### src/design/hngc_pkg.sv
// Shared types and constants for the high-pass / noise-gate chain.
// Holds the control-word layout, register indexes and the step program ROM.
// No dependencies.
package hngc_pkg;

    // Configuration port
    localparam int CFG_INDEX_W = 3;
    localparam int CFG_DATA_W  = 32;

    localparam logic [CFG_INDEX_W-1:0] REG_STAGE_ENABLES = 3'd0;
    localparam logic [CFG_INDEX_W-1:0] REG_HP_B0         = 3'd1;
    localparam logic [CFG_INDEX_W-1:0] REG_HP_A1         = 3'd2;
    localparam logic [CFG_INDEX_W-1:0] REG_HP_A2         = 3'd3;
    localparam logic [CFG_INDEX_W-1:0] REG_ATTACK        = 3'd4;
    localparam logic [CFG_INDEX_W-1:0] REG_RELEASE       = 3'd5;
    localparam logic [CFG_INDEX_W-1:0] REG_THRESHOLD     = 3'd6;
    localparam logic [CFG_INDEX_W-1:0] REG_THRESH_RECIP  = 3'd7;

    localparam int ENABLES_W = 2;
    localparam int HP_BIT    = 0;
    localparam int GATE_BIT  = 1;

    // Fixed-point widths of the gate stage
    localparam int WEIGHT_W  = 16;
    localparam int RECIP_W   = 32;
    localparam int GAIN_FRAC = 16;
    localparam int RATIO_W   = 17;
    localparam logic [RATIO_W-1:0] RATIO_ONE = 17'h10000;

    // Multiplier A operand holds the unsigned reciprocal plus a sign bit
    localparam int MUL_A_W = RECIP_W + 1;

    // Program steps
    localparam int STEP_W = 5;
    localparam logic [STEP_W-1:0] STEP_HP_B0X     = 5'd0;
    localparam logic [STEP_W-1:0] STEP_HP_B1X1    = 5'd1;
    localparam logic [STEP_W-1:0] STEP_HP_B2X2    = 5'd2;
    localparam logic [STEP_W-1:0] STEP_HP_A1Y1    = 5'd3;
    localparam logic [STEP_W-1:0] STEP_HP_A2Y2    = 5'd4;
    localparam logic [STEP_W-1:0] STEP_HP_SUM     = 5'd5;
    localparam logic [STEP_W-1:0] STEP_HP_WB      = 5'd6;
    localparam logic [STEP_W-1:0] STEP_GATE_DIFF  = 5'd7;
    localparam logic [STEP_W-1:0] STEP_ENV_MUL    = 5'd8;
    localparam logic [STEP_W-1:0] STEP_ENV_UPD    = 5'd9;
    localparam logic [STEP_W-1:0] STEP_RATIO_MUL  = 5'd10;
    localparam logic [STEP_W-1:0] STEP_RATIO      = 5'd11;
    localparam logic [STEP_W-1:0] STEP_GAIN_MUL   = 5'd12;
    localparam logic [STEP_W-1:0] STEP_GAIN       = 5'd13;
    localparam logic [STEP_W-1:0] STEP_SCALE_MUL  = 5'd14;
    localparam logic [STEP_W-1:0] STEP_SCALE      = 5'd15;
    localparam logic [STEP_W-1:0] STEP_DONE       = 5'd16;

    typedef enum logic [2:0] {
        A_B0, A_B0X2, A_A1, A_A2, A_WEIGHT, A_RECIP, A_RATIO
    } mul_a_sel_t;

    typedef enum logic [2:0] {
        B_X, B_P1, B_P2, B_O1, B_O2, B_DIFF, B_ENV, B_RATIO
    } mul_b_sel_t;

    typedef enum logic [1:0] {
        ACC_HOLD, ACC_LOAD, ACC_ADD, ACC_SUB
    } acc_op_t;

    typedef enum logic [2:0] {
        OP_NONE, OP_FILT_WB, OP_DIFF, OP_ENV, OP_RATIO, OP_GAIN, OP_SCALE, OP_OUT
    } dp_op_t;

    typedef enum logic [1:0] {
        JMP_NEVER, JMP_NO_HP, JMP_NO_GATE, JMP_NOT_BELOW
    } jump_t;

    typedef struct packed {
        mul_a_sel_t        a_sel;
        mul_b_sel_t        b_sel;
        acc_op_t           acc_op;
        dp_op_t            dp_op;
        jump_t             jump;
        logic [STEP_W-1:0] target;
    } ucode_t;

    typedef struct packed {
        logic   run;
        ucode_t word;
    } ctrl_t;

    typedef struct packed {
        logic hp_en;
        logic gate_en;
        logic env_below;
    } flags_t;

    // Program ROM: the multiplier issued in a step is consumed by the next step.
    function automatic ucode_t ucode_rom(input logic [STEP_W-1:0] step);
        ucode_t w;
        w.a_sel  = A_B0;
        w.b_sel  = B_X;
        w.acc_op = ACC_HOLD;
        w.dp_op  = OP_NONE;
        w.jump   = JMP_NEVER;
        w.target = STEP_HP_B0X;
        unique case (step)
            STEP_HP_B0X: begin
                w.jump   = JMP_NO_HP;
                w.target = STEP_GATE_DIFF;
            end
            STEP_HP_B1X1: begin
                w.a_sel  = A_B0X2;
                w.b_sel  = B_P1;
                w.acc_op = ACC_LOAD;
            end
            STEP_HP_B2X2: begin
                w.b_sel  = B_P2;
                w.acc_op = ACC_SUB;
            end
            STEP_HP_A1Y1: begin
                w.a_sel  = A_A1;
                w.b_sel  = B_O1;
                w.acc_op = ACC_ADD;
            end
            STEP_HP_A2Y2: begin
                w.a_sel  = A_A2;
                w.b_sel  = B_O2;
                w.acc_op = ACC_SUB;
            end
            STEP_HP_SUM: begin
                w.acc_op = ACC_SUB;
            end
            STEP_HP_WB: begin
                w.dp_op = OP_FILT_WB;
            end
            STEP_GATE_DIFF: begin
                w.dp_op  = OP_DIFF;
                w.jump   = JMP_NO_GATE;
                w.target = STEP_DONE;
            end
            STEP_ENV_MUL: begin
                w.a_sel = A_WEIGHT;
                w.b_sel = B_DIFF;
            end
            STEP_ENV_UPD: begin
                w.dp_op = OP_ENV;
            end
            STEP_RATIO_MUL: begin
                w.a_sel  = A_RECIP;
                w.b_sel  = B_ENV;
                w.jump   = JMP_NOT_BELOW;
                w.target = STEP_DONE;
            end
            STEP_RATIO: begin
                w.dp_op = OP_RATIO;
            end
            STEP_GAIN_MUL: begin
                w.a_sel = A_RATIO;
                w.b_sel = B_RATIO;
            end
            STEP_GAIN: begin
                w.dp_op = OP_GAIN;
            end
            STEP_SCALE_MUL: begin
                w.a_sel = A_RATIO;
                w.b_sel = B_X;
            end
            STEP_SCALE: begin
                w.dp_op = OP_SCALE;
            end
            STEP_DONE: begin
                w.dp_op = OP_OUT;
            end
            default: begin
                w.dp_op = OP_OUT;
            end
        endcase
        return w;
    endfunction

endpackage

### src/design/hngc_seq.sv
// Step sequencer: step counter, program ROM lookup and conditional jumps.
// Depends on hngc_pkg.
module hngc_seq (
    input  logic                         aclk,
    input  logic                         aresetn,
    input  logic                         start,
    input  logic                         out_free,
    input  hngc_pkg::flags_t             flags,
    output hngc_pkg::ctrl_t              ctrl,
    output logic                         idle
);

    logic                          busy_reg, busy_next;
    logic [hngc_pkg::STEP_W-1:0]   pc_reg, pc_next;
    hngc_pkg::ucode_t              word;
    logic                          stall;
    logic                          take;

    always_comb begin
        word  = hngc_pkg::ucode_rom(pc_reg);
        // hold on the final step until the output register can take the beat
        stall = (word.dp_op == hngc_pkg::OP_OUT) && !out_free;
        case (word.jump)
            hngc_pkg::JMP_NEVER:     take = 1'b0;
            hngc_pkg::JMP_NO_HP:     take = !flags.hp_en;
            hngc_pkg::JMP_NO_GATE:   take = !flags.gate_en;
            hngc_pkg::JMP_NOT_BELOW: take = !flags.env_below;
            default:                 take = 1'b0;
        endcase
    end

    always_comb begin
        busy_next = busy_reg;
        pc_next   = pc_reg;
        if (start) begin
            busy_next = 1'b1;
            pc_next   = hngc_pkg::STEP_HP_B0X;
        end else if (busy_reg && !stall) begin
            if (word.dp_op == hngc_pkg::OP_OUT) begin
                busy_next = 1'b0;
            end else if (take) begin
                pc_next = word.target;
            end else begin
                pc_next = pc_reg + hngc_pkg::STEP_W'(1);
            end
        end
    end

    always_ff @(posedge aclk) begin
        if (!aresetn) begin
            busy_reg <= 1'b0;
            pc_reg   <= hngc_pkg::STEP_HP_B0X;
        end else begin
            busy_reg <= busy_next;
            pc_reg   <= pc_next;
        end
    end

    assign ctrl.run  = busy_reg && !stall;
    assign ctrl.word = word;
    assign idle      = !busy_reg;

`ifndef NO_ASSERTIONS
    a_pc_in_program: assert property (@(posedge aclk) disable iff (!aresetn)
        busy_reg |-> (pc_reg <= hngc_pkg::STEP_DONE))
        else $error("step counter left the program");
`endif

endmodule

### src/design/hngc_dp.sv
// Datapath: configuration registers, filter and envelope state, one shared
// multiplier with product register, accumulator and step operations.
// Depends on hngc_pkg.
module hngc_dp #(
    parameter int SAMPLE_WIDTH = 16,
    parameter int COEF_WIDTH   = 16
) (
    input  logic                                 aclk,
    input  logic                                 aresetn,
    input  logic                                 cfg_wr_en,
    input  logic [hngc_pkg::CFG_INDEX_W-1:0]     cfg_index,
    input  logic [hngc_pkg::CFG_DATA_W-1:0]      cfg_wdata,
    input  logic                                 start,
    input  logic signed [SAMPLE_WIDTH-1:0]       sample_in,
    input  hngc_pkg::ctrl_t                      ctrl,
    output hngc_pkg::flags_t                     flags,
    output logic signed [SAMPLE_WIDTH-1:0]       sample,
    output logic                                 active
);

    localparam int SW     = SAMPLE_WIDTH;
    localparam int CW     = COEF_WIDTH;
    localparam int FRAC_C = CW - 2;
    localparam int FRAC_S = SW - 1;
    localparam int RW     = hngc_pkg::RATIO_W;
    localparam int AW     = hngc_pkg::MUL_A_W;
    localparam int BW     = (SW + 1 > RW + 1) ? SW + 1 : RW + 1;
    localparam int PW     = AW + BW;
    localparam int ACC_W  = CW + SW + 3;

    localparam logic signed [ACC_W-1:0] FILT_HALF  = ACC_W'(1) <<< (FRAC_C - 1);
    localparam logic signed [PW-1:0]    HALF16     = PW'(1) <<< (hngc_pkg::GAIN_FRAC - 1);
    localparam logic signed [PW-1:0]    RATIO_HALF = PW'(1) <<< (FRAC_S - 1);
    localparam logic signed [PW-1:0]    RATIO_CAP  = PW'(hngc_pkg::RATIO_ONE);
    localparam logic signed [PW-1:0]    SAT_MAX    = PW'({1'b0, {(SW-1){1'b1}}});
    localparam logic signed [PW-1:0]    SAT_MIN    = ~SAT_MAX;

    function automatic logic signed [SW-1:0] sat_fn(input logic signed [PW-1:0] v);
        logic signed [SW-1:0] r;
        if (v > SAT_MAX) begin
            r = SAT_MAX[SW-1:0];
        end else if (v < SAT_MIN) begin
            r = SAT_MIN[SW-1:0];
        end else begin
            r = v[SW-1:0];
        end
        return r;
    endfunction

    // Configuration registers
    logic [hngc_pkg::ENABLES_W-1:0]  enables_reg;
    logic [CW-2:0]                   b0_reg;
    logic signed [CW-1:0]            a1_reg;
    logic signed [CW-1:0]            a2_reg;
    logic [hngc_pkg::WEIGHT_W-1:0]   attack_reg;
    logic [hngc_pkg::WEIGHT_W-1:0]   release_reg;
    logic [SW-2:0]                   thr_reg;
    logic [hngc_pkg::RECIP_W-1:0]    recip_reg;

    // Filter and envelope state
    logic signed [SW-1:0] p1_reg, p1_next, p2_reg, p2_next;
    logic signed [SW-1:0] o1_reg, o1_next, o2_reg, o2_next;
    logic [SW-1:0]        env_reg, env_next;

    // Working registers
    logic signed [SW-1:0]    x_reg, x_next;
    logic signed [ACC_W-1:0] acc_reg, acc_next;
    logic signed [PW-1:0]    prod_reg, prod_next;
    logic [SW-1:0]           diff_reg, diff_next;
    logic                    rise_reg, rise_next;
    logic [RW-1:0]           ratio_reg, ratio_next;
    logic                    active_reg, active_next;

    // Operand and step signals
    logic signed [AW-1:0]    mul_a;
    logic signed [BW-1:0]    mul_b;
    logic signed [ACC_W-1:0] acc_prod;
    logic signed [ACC_W-1:0] filt_rnd;
    logic signed [ACC_W-1:0] filt_sh;
    logic signed [SW-1:0]    filt_y;
    logic [SW-1:0]           x_bits;
    logic [SW-1:0]           mag;
    logic                    mag_above;
    logic signed [PW-1:0]    prod_half;
    logic [SW-1:0]           env_step;
    logic signed [PW-1:0]    ratio_rnd;
    logic signed [PW-1:0]    ratio_sh;
    logic [RW-1:0]           ratio_val;
    logic signed [PW-1:0]    scale_sh;

    always_ff @(posedge aclk) begin
        if (!aresetn) begin
            enables_reg <= '0;
            b0_reg      <= {1'b1, {FRAC_C{1'b0}}};
            a1_reg      <= '0;
            a2_reg      <= '0;
            attack_reg  <= '1;
            release_reg <= '1;
            thr_reg     <= '0;
            recip_reg   <= '0;
        end else if (cfg_wr_en) begin
            unique case (cfg_index)
                hngc_pkg::REG_STAGE_ENABLES:
                    enables_reg <= cfg_wdata[hngc_pkg::ENABLES_W-1:0];
                hngc_pkg::REG_HP_B0:        b0_reg      <= cfg_wdata[CW-2:0];
                hngc_pkg::REG_HP_A1:        a1_reg      <= cfg_wdata[CW-1:0];
                hngc_pkg::REG_HP_A2:        a2_reg      <= cfg_wdata[CW-1:0];
                hngc_pkg::REG_ATTACK:
                    attack_reg <= cfg_wdata[hngc_pkg::WEIGHT_W-1:0];
                hngc_pkg::REG_RELEASE:
                    release_reg <= cfg_wdata[hngc_pkg::WEIGHT_W-1:0];
                hngc_pkg::REG_THRESHOLD:    thr_reg     <= cfg_wdata[SW-2:0];
                hngc_pkg::REG_THRESH_RECIP:
                    recip_reg <= cfg_wdata[hngc_pkg::RECIP_W-1:0];
                default: ;
            endcase
        end
    end

    // Shared multiplier operand select
    always_comb begin
        case (ctrl.word.a_sel)
            hngc_pkg::A_B0:     mul_a = AW'(b0_reg);
            hngc_pkg::A_B0X2:   mul_a = AW'({b0_reg, 1'b0});
            hngc_pkg::A_A1:     mul_a = AW'(a1_reg);
            hngc_pkg::A_A2:     mul_a = AW'(a2_reg);
            hngc_pkg::A_WEIGHT: mul_a = AW'(rise_reg ? attack_reg : release_reg);
            hngc_pkg::A_RECIP:  mul_a = AW'(recip_reg);
            hngc_pkg::A_RATIO:  mul_a = AW'(ratio_reg);
            default:            mul_a = '0;
        endcase
        case (ctrl.word.b_sel)
            hngc_pkg::B_X:     mul_b = BW'(x_reg);
            hngc_pkg::B_P1:    mul_b = BW'(p1_reg);
            hngc_pkg::B_P2:    mul_b = BW'(p2_reg);
            hngc_pkg::B_O1:    mul_b = BW'(o1_reg);
            hngc_pkg::B_O2:    mul_b = BW'(o2_reg);
            hngc_pkg::B_DIFF:  mul_b = BW'(diff_reg);
            hngc_pkg::B_ENV:   mul_b = BW'(env_reg);
            hngc_pkg::B_RATIO: mul_b = BW'(ratio_reg);
            default:           mul_b = '0;
        endcase
        prod_next = mul_a * mul_b;
    end

    // Per-step arithmetic
    always_comb begin
        acc_prod  = ACC_W'(prod_reg);
        filt_rnd  = acc_reg + FILT_HALF;
        filt_sh   = filt_rnd >>> FRAC_C;
        filt_y    = sat_fn(PW'(filt_sh));

        x_bits    = x_reg;
        mag       = x_reg[SW-1] ? (~x_bits + 1'b1) : x_bits;
        mag_above = mag > env_reg;

        prod_half = prod_reg + HALF16;
        env_step  = prod_half[hngc_pkg::GAIN_FRAC +: SW];

        ratio_rnd = prod_reg + RATIO_HALF;
        ratio_sh  = ratio_rnd >>> FRAC_S;
        ratio_val = (ratio_sh > RATIO_CAP) ? hngc_pkg::RATIO_ONE : ratio_sh[RW-1:0];

        scale_sh  = prod_half >>> hngc_pkg::GAIN_FRAC;
    end

    always_comb begin
        x_next      = x_reg;
        acc_next    = acc_reg;
        diff_next   = diff_reg;
        rise_next   = rise_reg;
        ratio_next  = ratio_reg;
        active_next = active_reg;
        p1_next     = p1_reg;
        p2_next     = p2_reg;
        o1_next     = o1_reg;
        o2_next     = o2_reg;
        env_next    = env_reg;
        if (start) begin
            x_next      = sample_in;
            active_next = 1'b0;
        end else if (ctrl.run) begin
            case (ctrl.word.acc_op)
                hngc_pkg::ACC_HOLD: acc_next = acc_reg;
                hngc_pkg::ACC_LOAD: acc_next = acc_prod;
                hngc_pkg::ACC_ADD:  acc_next = acc_reg + acc_prod;
                hngc_pkg::ACC_SUB:  acc_next = acc_reg - acc_prod;
                default:            acc_next = acc_reg;
            endcase
            unique case (ctrl.word.dp_op)
                hngc_pkg::OP_NONE: ;
                hngc_pkg::OP_FILT_WB: begin
                    p2_next = p1_reg;
                    p1_next = x_reg;
                    o2_next = o1_reg;
                    o1_next = filt_y;
                    x_next  = filt_y;
                end
                hngc_pkg::OP_DIFF: begin
                    rise_next = mag_above;
                    diff_next = mag_above ? (mag - env_reg) : (env_reg - mag);
                end
                hngc_pkg::OP_ENV: begin
                    env_next = rise_reg ? (env_reg + env_step) : (env_reg - env_step);
                end
                hngc_pkg::OP_RATIO: begin
                    ratio_next  = ratio_val;
                    active_next = 1'b1;
                end
                hngc_pkg::OP_GAIN: begin
                    ratio_next = prod_half[hngc_pkg::GAIN_FRAC +: RW];
                end
                hngc_pkg::OP_SCALE: begin
                    x_next = sat_fn(scale_sh);
                end
                hngc_pkg::OP_OUT: ;
                default: ;
            endcase
        end
    end

    always_ff @(posedge aclk) begin
        if (!aresetn) begin
            p1_reg  <= '0;
            p2_reg  <= '0;
            o1_reg  <= '0;
            o2_reg  <= '0;
            env_reg <= '0;
        end else begin
            p1_reg  <= p1_next;
            p2_reg  <= p2_next;
            o1_reg  <= o1_next;
            o2_reg  <= o2_next;
            env_reg <= env_next;
        end
    end

    always_ff @(posedge aclk) begin
        x_reg      <= x_next;
        acc_reg    <= acc_next;
        prod_reg   <= prod_next;
        diff_reg   <= diff_next;
        rise_reg   <= rise_next;
        ratio_reg  <= ratio_next;
        active_reg <= active_next;
    end

    assign flags.hp_en     = enables_reg[hngc_pkg::HP_BIT];
    assign flags.gate_en   = enables_reg[hngc_pkg::GATE_BIT];
    assign flags.env_below = env_reg < {1'b0, thr_reg};
    assign sample          = x_reg;
    assign active          = active_reg;

endmodule

### src/design/highpass_noise_gate_chain.sv
// Top level of the high-pass / noise-gate chain: handshake, output register.
// Depends on hngc_pkg, hngc_seq and hngc_dp.
//
// One signed sample beat in gives one result beat out. Stage one is a
// direct-form-I high-pass biquad (numerator b0, -2*b0, b0; feedback a1, a2)
// whose output saturates to the sample width and is kept saturated as
// history. Stage two is a noise gate: an envelope follows the absolute
// sample (attack weight when rising, release weight otherwise) and, while the
// envelope is below the threshold, the sample is scaled by the square of
// envelope/threshold formed with the reciprocal register and capped at 1.0.
// Either stage is bypassed by its bit in stage_enables; a bypassed stage holds
// its state. All arithmetic runs on one shared multiplier stepped by a
// 17-step program ROM. The steps of a bypassed stage, and the ratio, gain
// and scale steps while the gate stays open, are jumped over. A new sample
// is accepted only after the previous one has left the program. The result
// lands in an output register; the next sample is taken while that beat
// still waits on m_ready, and the program only holds on its final step if
// the previous beat has not yet left. Write configuration only while no
// sample is in flight.
module highpass_noise_gate_chain #(
    parameter int SAMPLE_WIDTH = 16,
    parameter int COEF_WIDTH   = 16
) (
    input  logic                              aclk,
    input  logic                              aresetn,

    input  logic                              s_valid,
    output logic                              s_ready,
    input  logic signed [SAMPLE_WIDTH-1:0]    s_sample_in,

    output logic                              m_valid,
    input  logic                              m_ready,
    output logic signed [SAMPLE_WIDTH-1:0]    m_sample_out,
    output logic                              m_gate_active,

    input  logic                              cfg_wr_en,
    input  logic [hngc_pkg::CFG_INDEX_W-1:0]  cfg_index,
    input  logic [hngc_pkg::CFG_DATA_W-1:0]   cfg_wdata
);

    hngc_pkg::ctrl_t               ctrl;
    hngc_pkg::flags_t              flags;
    logic                          seq_idle;
    logic                          start;
    logic                          out_free;
    logic                          out_load;
    logic signed [SAMPLE_WIDTH-1:0] dp_sample;
    logic                          dp_active;

    logic                          m_valid_reg, m_valid_next;
    logic signed [SAMPLE_WIDTH-1:0] m_sample_reg;
    logic                          m_active_reg;

    // Take a new beat whenever the sequencer has no sample in flight.
    assign s_ready  = seq_idle;
    assign start    = s_valid && s_ready;

    // The output register is free if empty or draining this cycle.
    assign out_free = !m_valid_reg || m_ready;
    assign out_load = ctrl.run && (ctrl.word.dp_op == hngc_pkg::OP_OUT);

    hngc_seq u_seq (
        .aclk     (aclk),
        .aresetn  (aresetn),
        .start    (start),
        .out_free (out_free),
        .flags    (flags),
        .ctrl     (ctrl),
        .idle     (seq_idle)
    );

    hngc_dp #(
        .SAMPLE_WIDTH (SAMPLE_WIDTH),
        .COEF_WIDTH   (COEF_WIDTH)
    ) u_dp (
        .aclk      (aclk),
        .aresetn   (aresetn),
        .cfg_wr_en (cfg_wr_en),
        .cfg_index (cfg_index),
        .cfg_wdata (cfg_wdata),
        .start     (start),
        .sample_in (s_sample_in),
        .ctrl      (ctrl),
        .flags     (flags),
        .sample    (dp_sample),
        .active    (dp_active)
    );

    // Output beat: load on the final program step, drop when taken.
    always_comb begin
        m_valid_next = m_valid_reg;
        if (out_load) begin
            m_valid_next = 1'b1;
        end else if (m_ready) begin
            m_valid_next = 1'b0;
        end
    end

    always_ff @(posedge aclk) begin
        if (!aresetn) begin
            m_valid_reg <= 1'b0;
        end else begin
            m_valid_reg <= m_valid_next;
        end
    end

    always_ff @(posedge aclk) begin
        if (out_load) begin
            m_sample_reg <= dp_sample;
            m_active_reg <= dp_active;
        end
    end

    assign m_valid       = m_valid_reg;
    assign m_sample_out  = m_sample_reg;
    assign m_gate_active = m_active_reg;

`ifndef NO_ASSERTIONS
    a_load_into_free: assert property (@(posedge aclk) disable iff (!aresetn)
        out_load |-> out_free)
        else $error("result loaded over a pending output beat");

    a_idle_after_load: assert property (@(posedge aclk) disable iff (!aresetn)
        out_load |=> s_ready)
        else $error("sequencer not idle after delivering a result");

    a_valid_from_load: assert property (@(posedge aclk) disable iff (!aresetn)
        $rose(m_valid_reg) |-> $past(out_load))
        else $error("output beat raised without a program result");
`endif

endmodule
### config.mk
export PLATFORM = sky130hd
export DESIGN_NAME = highpass_noise_gate_chain
export DESIGN_NICKNAME = d
export VERILOG_FILES = /design/src/design/hngc_pkg.sv /design/src/design/hngc_seq.sv /design/src/design/hngc_dp.sv /design/src/design/highpass_noise_gate_chain.sv
export SDC_FILE = /design/constraint.sdc
export NUM_CORES = 2
export LEC_CHECK = 0
export BUFFER_PORTS_ARGS = -buffer_cell sky130_fd_sc_hd__buf_2
export CAP_MARGIN = 15
export CORE_UTILIZATION = 65
export CTS_CLUSTER_SIZE = 20
export DETAILED_ROUTE_END_ITERATION = 8
export GPL_ROUTABILITY_DRIVEN = 0
export PLACE_DENSITY = 0.82
export SLEW_MARGIN = 40
export SYNTH_ARGS = -nofsm -noshare
export SYNTH_HDL_FRONTEND = slang
export SYNTH_SLANG_ARGS = --single-unit
### constraint.sdc
create_clock -name aclk -period 9.1 [get_ports aclk]
set_input_delay 0.455 -clock aclk [delete_from_list [all_inputs] [get_ports aclk]]
set_output_delay 0.455 -clock aclk [all_outputs]
set_load 0.01 [all_outputs]
After elaboration in Yosys (flattened, before gate mapping)
Index checks and enable logic that the tools add are counted.

word-level totals
  output and inout bits = 19
  register bits after elaboration = 369

cells by class
  eq/ne operators = 48
  bitwise gates (word level) = 5
  add/sub/neg operators = 11
  reductions and logical operators = 44
  mux-type cells = 28
  multiply operators = 1
  $lt $le $gt $ge = 7

operator list
  kind                                                           count
  one-hot mux 33 bit (7 select lines)                            1
  two-way mux 16 bit                                             10
  one-hot mux 18 bit (8 select lines)                            1
  one-hot mux 35 bit (3 select lines)                            1
  adder 51 x 16 -> 51 bit (second input constant)                1
  adder 51 x 17 -> 51 bit (second input constant)                1
  multiplier 33 x 18 -> 51 bit                                   1
  subtractor 16 bit                                              3
  equality test 3 bit (second input constant)                    15
  one-hot mux 3 bit (7 select lines)                             2
  equality test 5 x 4 -> 1 bit (second input constant)           8
  > comparator 36 x 18 -> 1 bit (second input constant)          1
  adder 35 x 15 -> 35 bit (second input constant)                1
  adder 35 bit                                                   1
  > comparator 35 x 16 -> 1 bit (second input constant)          1
  less-than comparator 35 x 16 -> 1 bit (second input constant)  1
  subtractor 35 bit                                              1
  one-hot mux 17 bit (2 select lines)                            1
  one-hot mux 16 bit (2 select lines)                            1
  equality test 3 x 2 -> 1 bit (second input constant)           8
  AND reduction 2 bit                                            12
  > comparator 21 x 16 -> 1 bit (second input constant)          1
  less-than comparator 21 x 16 -> 1 bit (second input constant)  1
  one-hot mux 7 bit (3 select lines)                             1
  31 further kinds                                               69

Longest topological paths before layout
  depth after elaboration = 9
  depth in mapped cells = 37
  mapped depth without buffers = 33

By module
From an unflattened synthesis, not the netlist that was laid out.

second synthesis, totals
  cell total of the unflattened synthesis = 5,250
  area total of the unflattened synthesis = 43,759.5 um2

by module, submodules not included
  module                     area each (um2)  instances  cells each  seq. area each (um2)
  hngc_dp                    42,283.1         1          5,113       7,757.4
  hngc_seq                   904.6            1          114         120.1
  highpass_noise_gate_chain  571.8            1          23          530.5

Worst setup path before layout
OpenSTA, ideal clock, no wires.

  kind = register to register
  from = register u_seq.pc_reg[0] in the netlist's numbering
  to = register u_dp.prod_reg[48]
  cell stages (with the launch flop) = 33
  library setup time = 0.120 ns
  path slack = 0.967 ns
  clock period less this slack = 8.133 ns
  required time = 8.980 ns
  arrival time = 8.013 ns
  cells stage by stage = dfxtp_1 > ha_1 > buf_2 > or2_2 > nand2_1 > a21oi_2 > buf_2 > mux2i_1 > o21ai_0 > a221o_1 > o21ai_1 > clkbuf_1 > nor2_1 > fa_1 > inv_1 > fa_1 > fa_1 > fa_1 > inv_1 > fa_1 > inv_1 > fa_1 > inv_1 > ha_1 > clkbuf_1 > nand3_1 > or3_1 > a31o_2 > a2111oi_0 > nor2_1 > o21ai_1 > a41oi_1 > xnor2_1

on the way
  cells in the longest elaborated chain, start to end = 6
  elaborated cells on any way between the ends = 29
  classes of those cells = mul (1); eq/ne (21); mux (4); reduce/logical (3)

RTL lines
  item                                               line             text
  from (decl)                                        hngc_seq.sv:14   logic [hngc_pkg::STEP_W-1:0] pc_reg, pc_next;
  from (signal assigned)                             hngc_seq.sv:52   pc_reg <= hngc_pkg::STEP_HP_B0X;
  from (signal assigned)                             hngc_seq.sv:55   pc_reg <= pc_next;
  equality test 5 x 4 -> 1 bit                       hngc_pkg.sv:102  unique case (step)
  OR reduction 2 bit (no line)                       -
  one-hot mux 3 bit (6 select lines)                 hngc_pkg.sv:102
  equality test 3 bit, or another cell as far along  hngc_dp.sv:122   case (ctrl.word.a_sel)
  one-hot mux 33 bit (7 select lines)                hngc_dp.sv:122
  multiplier 33 x 18 -> 51 bit *                     hngc_dp.sv:143   prod_next = mul_a * mul_b;
  via u_dp.prod_next[48]                             hngc_dp.sv:68    logic signed [PW-1:0] prod_reg, prod_next;
  to (signal assigned)                               hngc_dp.sv:241   prod_reg <= prod_next;
  to (decl)                                          hngc_dp.sv:68

The timed path passes the listed nets; every way through them passes the cells marked *.
A chain may end at the register's enable or synchronous reset.

Worst setup path in the final report
  from = register u_seq.pc_reg[0] in the netlist's numbering
  to = register u_dp.prod_reg[49]

Same word-level chain as after synthesis.

==> flow_summary.toml <==
[critical_path]
worst-path-max-fanout = 18
critPathBufInv = 8
critical_path_cell_count = 33
crit_arrival_ns = 9.28
worstSetupEndpoint = "u_dp.prod_reg[49]"
timing.reg2reg.worst_path_depth = 33
critical_path_rt_ns = 9.56
worst_path_dominant_cell_family = "adder cells"
ff2ff_setup_slack_ns = 0.29
worst_setup_path_start_kind = "flop"
capturing_point_of_the_worst_reg2reg_path = "u_dp.prod_reg[49]"
r2r-start = "u_seq.pc_reg[0]"
setup.worst_path.start = "u_seq.pc_reg[0]"
worst_path_max_delay_cell = "sky130_fd_sc_hd__a221oi_1"
critPathCaptureType = "flop"
cell_with_the_most_instances_on_the_worst_path = "sky130_fd_sc_hd__fa_1"
criticalPathCategory = "reg -> reg"
timing.critical_path.slowest_cell_delay_ns = 0.56

[synthesis]
mappedNetlistNets = 6094
synthTopCellsByArea = "sky130_fd_sc_hd__fa_1, sky130_fd_sc_hd__dfxtp_1, sky130_fd_sc_hd__nand2_1"
synth-edff-count = 102
share_of_cell_area_taken_by_muxes_after_synthesis_pct = 1.24
synth_top_family_by_area = "adder cells"
yosysTopAreaCell = "sky130_fd_sc_hd__fa_1"
synth_top_area_share_pct = 26.2
syn-cell-area_um2 = 43700
postSynthRegisterBits = 369
postSynthCellCount = 5234
synth-compound-area-share_pct = 14.3
synth.lib_cells_used.distinct = 106
yosys.area_share.simple_pct = 18.5
sequential_share_of_the_synthesized_area_pct = 19.2
synth-xor-area-share_pct = 4.46
postSynth.topFlopCell = "sky130_fd_sc_hd__dfxtp_1"
adder_cell_fraction_of_synth_area_pct = 32.8
ys_async_sr_fraction_pct = 0
yosysWarningCount = 0
postSynthAreaPerCell_um2 = 8.35

[timing]
post-route-min-period_ns = 8.81
max_slew.worst_pin.slew_ns = 0.878
finalSetupTns_ns = 0
fmax_mhz = 113
layout_setup_ws_ns = 0.287
final-hold-violation-count = 0
layout_worst_path_cycle_share_pct = 96.8
drv_slew = 0
final.setup_skew_ns = 0.0182
max-slew-margin-rel_pct = 41.5
timing.final.setup_violations = 0

[cts]
clk_pin_slew_ns = 0.06
clk_lat_worst_skew_ns = 0.60
cts_root_buf = "sky130_fd_sc_hd__clkbuf_16"
post_cts_hold_buffer_count = 0
clock_path_buffers = 3
cts_max_level = 2
cts-buffers-inserted = 43
tritoncts_num_sinks = 369
tritoncts = "done"

[drt]
remaining_routing_drc_violations = 34
dr.pass1.iters = 9
detail_route.iter0.violations = 4869
postRouteAntennaNets = 0
routed_wire_length_per_instance_um = 22.1
detailroute.via_count = 38700
wl_mm = 136
vias_per_inst = 6.28

[grt]
antenna_found_initial = 2
use_met3_pct = 9.78
gr-usage-met1_pct = 49.8
grt_max_degree = 121
grt_pass1_wl_mm = 210
busiest_layer = "met2"
gr-usage-met2_pct = 62.1
via_count_of_the_first_global_routing_pass = 37600
grt-ovfl-total = 0
track_usage_pct = 40.1

[cells_and_area]
multi_input_area_um2 = 31600
final_core_util_pct = 71.6
largest_register_ff_count = 51
post_route_cells_drive_above_1_share_pct = 8.57
layout.filler_cells = 4959
instances_no_fill = 6164
register_area_um2 = 8410
syn2layout_area_growth_pct = 8.27
final_nets = 6126

[die]
ioPinCount = 75
die_area_um2 = 68300
initial_core_util_pct = 66.1
die_w_um = 261
rows = 94
coreArea_um2 = 66100
die_height_um = 261

[outcome]
outcome = "finished, violations left"
failed_checks = "design-rule violations"

[placement]
placed_cells = 6074
dpl_worst_slack_ns = 0.105
portbufs = 74
dp_hpwl_mm = 107

[power_and_ir_drop]
max-vdd-ir-drop_v = 0.000246
power_density_nw_per_um2 = 224
power_leakage_uw = 0.0211
finalPower_uw = 10600

[min_path]
min_path_type = "in -> reg"

[flow_run]
max-cap-violations = 0
worst min-delay path by stage:
stage                        startpoint             endpoint  cells after the start
floorplan                   u_dp.active        m_gate_active                      0
global placement    u_dp.release_reg[3]  u_dp.release_reg[3]                      2
detailed placement  u_dp.release_reg[6]  u_dp.release_reg[6]                      2
CTS                             s_valid          u_dp.active                      2
global route                    s_valid          u_dp.active                      2
finish                          s_valid          u_dp.active                      2
layout make-up:
class,instances,area share [%]
clock buffer,53,2.44
timing repair buffer,247,3.69
antenna,1,0.00529
clock inverter,25,0.679
sequential,369,17.8
inverter,805,6.38
tap,864,2.28
multi-input combinational,3800,66.8
synthesized netlist by cell type (all sizes together) (18+ instances only):
library cell  instances
nand2              1008
inv                 804
fa                  573
nor2                336
dfxtp               267
ha                  231
clkbuf              196
o21ai               167
a21oi               158
a21boi              157
xnor2               142
nand3               111
edfxtp              102
a21o                 89
xor2                 79
buf                  65
and2                 60
nor3                 60
nand4                48
mux2i                44
a221oi               36
o21a                 36
nor4                 32
and3                 30
nand2b               27
nor2b                26
a31oi                24
o22ai                24
a221o                22
o21bai               22
o31ai                19
or3                  18
cell families (layout without fill, tap and decap cells):
group / after synthesis / after routing
AND/OR/NAND/NOR: 1826 / 1826
buffers and inverters: 1066 / 1130
AO/OA/AOI/OAI: 895 / 896
adder cells (fa/ha/maj): 804 / 804
flip-flops: 369 / 369
XOR/XNOR: 221 / 221
multiplexers: 53 / 53
other: 0 / 1
worst reg2reg max path: cells and delay by family (launching register included):
kind,cells,cell delay [ns]
AO/OA/AOI/OAI,8,2.28
adder cells (fa/ha/maj),8,3.63
buffers and inverters,8,1.05
flip-flops,1,0.44
AND/OR/NAND/NOR,9,1.29
per-stage QoR:
stage | hold WS, ns | cell area (µm²)
after floorplan | 0.409 | 43700
after global placement | 0.449 | 45500
after detailed placement | 0.454 | 45600
after CTS | 0.0833 | 47100
after global routing | 0.110 | 47300
final | 0.0997 | 47300
power by group:
| group | total [µW] | internal (µW) | switching [µW] |
|---|---|---|---|
| clock network | 1830 | 1060 | 769 |
| logic | 6490 | 2380 | 4110 |
| registers | 2300 | 1920 | 378 |
placed cells by master (no fill, tap or decap), types with 156 or more instances in the layout:
| cell type | instances |
|---|---|
| sky130_fd_sc_hd__nand2_1 | 1007 |
| sky130_fd_sc_hd__buf_4 | 165 |
| sky130_fd_sc_hd__a21oi_1 | 156 |
| sky130_fd_sc_hd__inv_1 | 802 |
| sky130_fd_sc_hd__a21boi_0 | 156 |
| sky130_fd_sc_hd__nor2_1 | 324 |
| sky130_fd_sc_hd__fa_1 | 573 |
| sky130_fd_sc_hd__dfxtp_1 | 266 |
| sky130_fd_sc_hd__ha_1 | 231 |
| sky130_fd_sc_hd__o21ai_0 | 156 |
metal layers:
| layer | part of all wire (%) | wire (µm) |
|---|---|---|
| met5 | 0 | 0 |
| met4 | 8.5 | 11600 |
| met3 | 12 | 16500 |
| met2 | 44 | 60400 |
| met1 | 35 | 47700 |
timing repair:
action,4_1_cts,5_1_grt
setup buffers,0,10
resized for setup,0,27
setup endpoints to repair,0,13
Note: power is estimated with default switching activity, not from simulation.
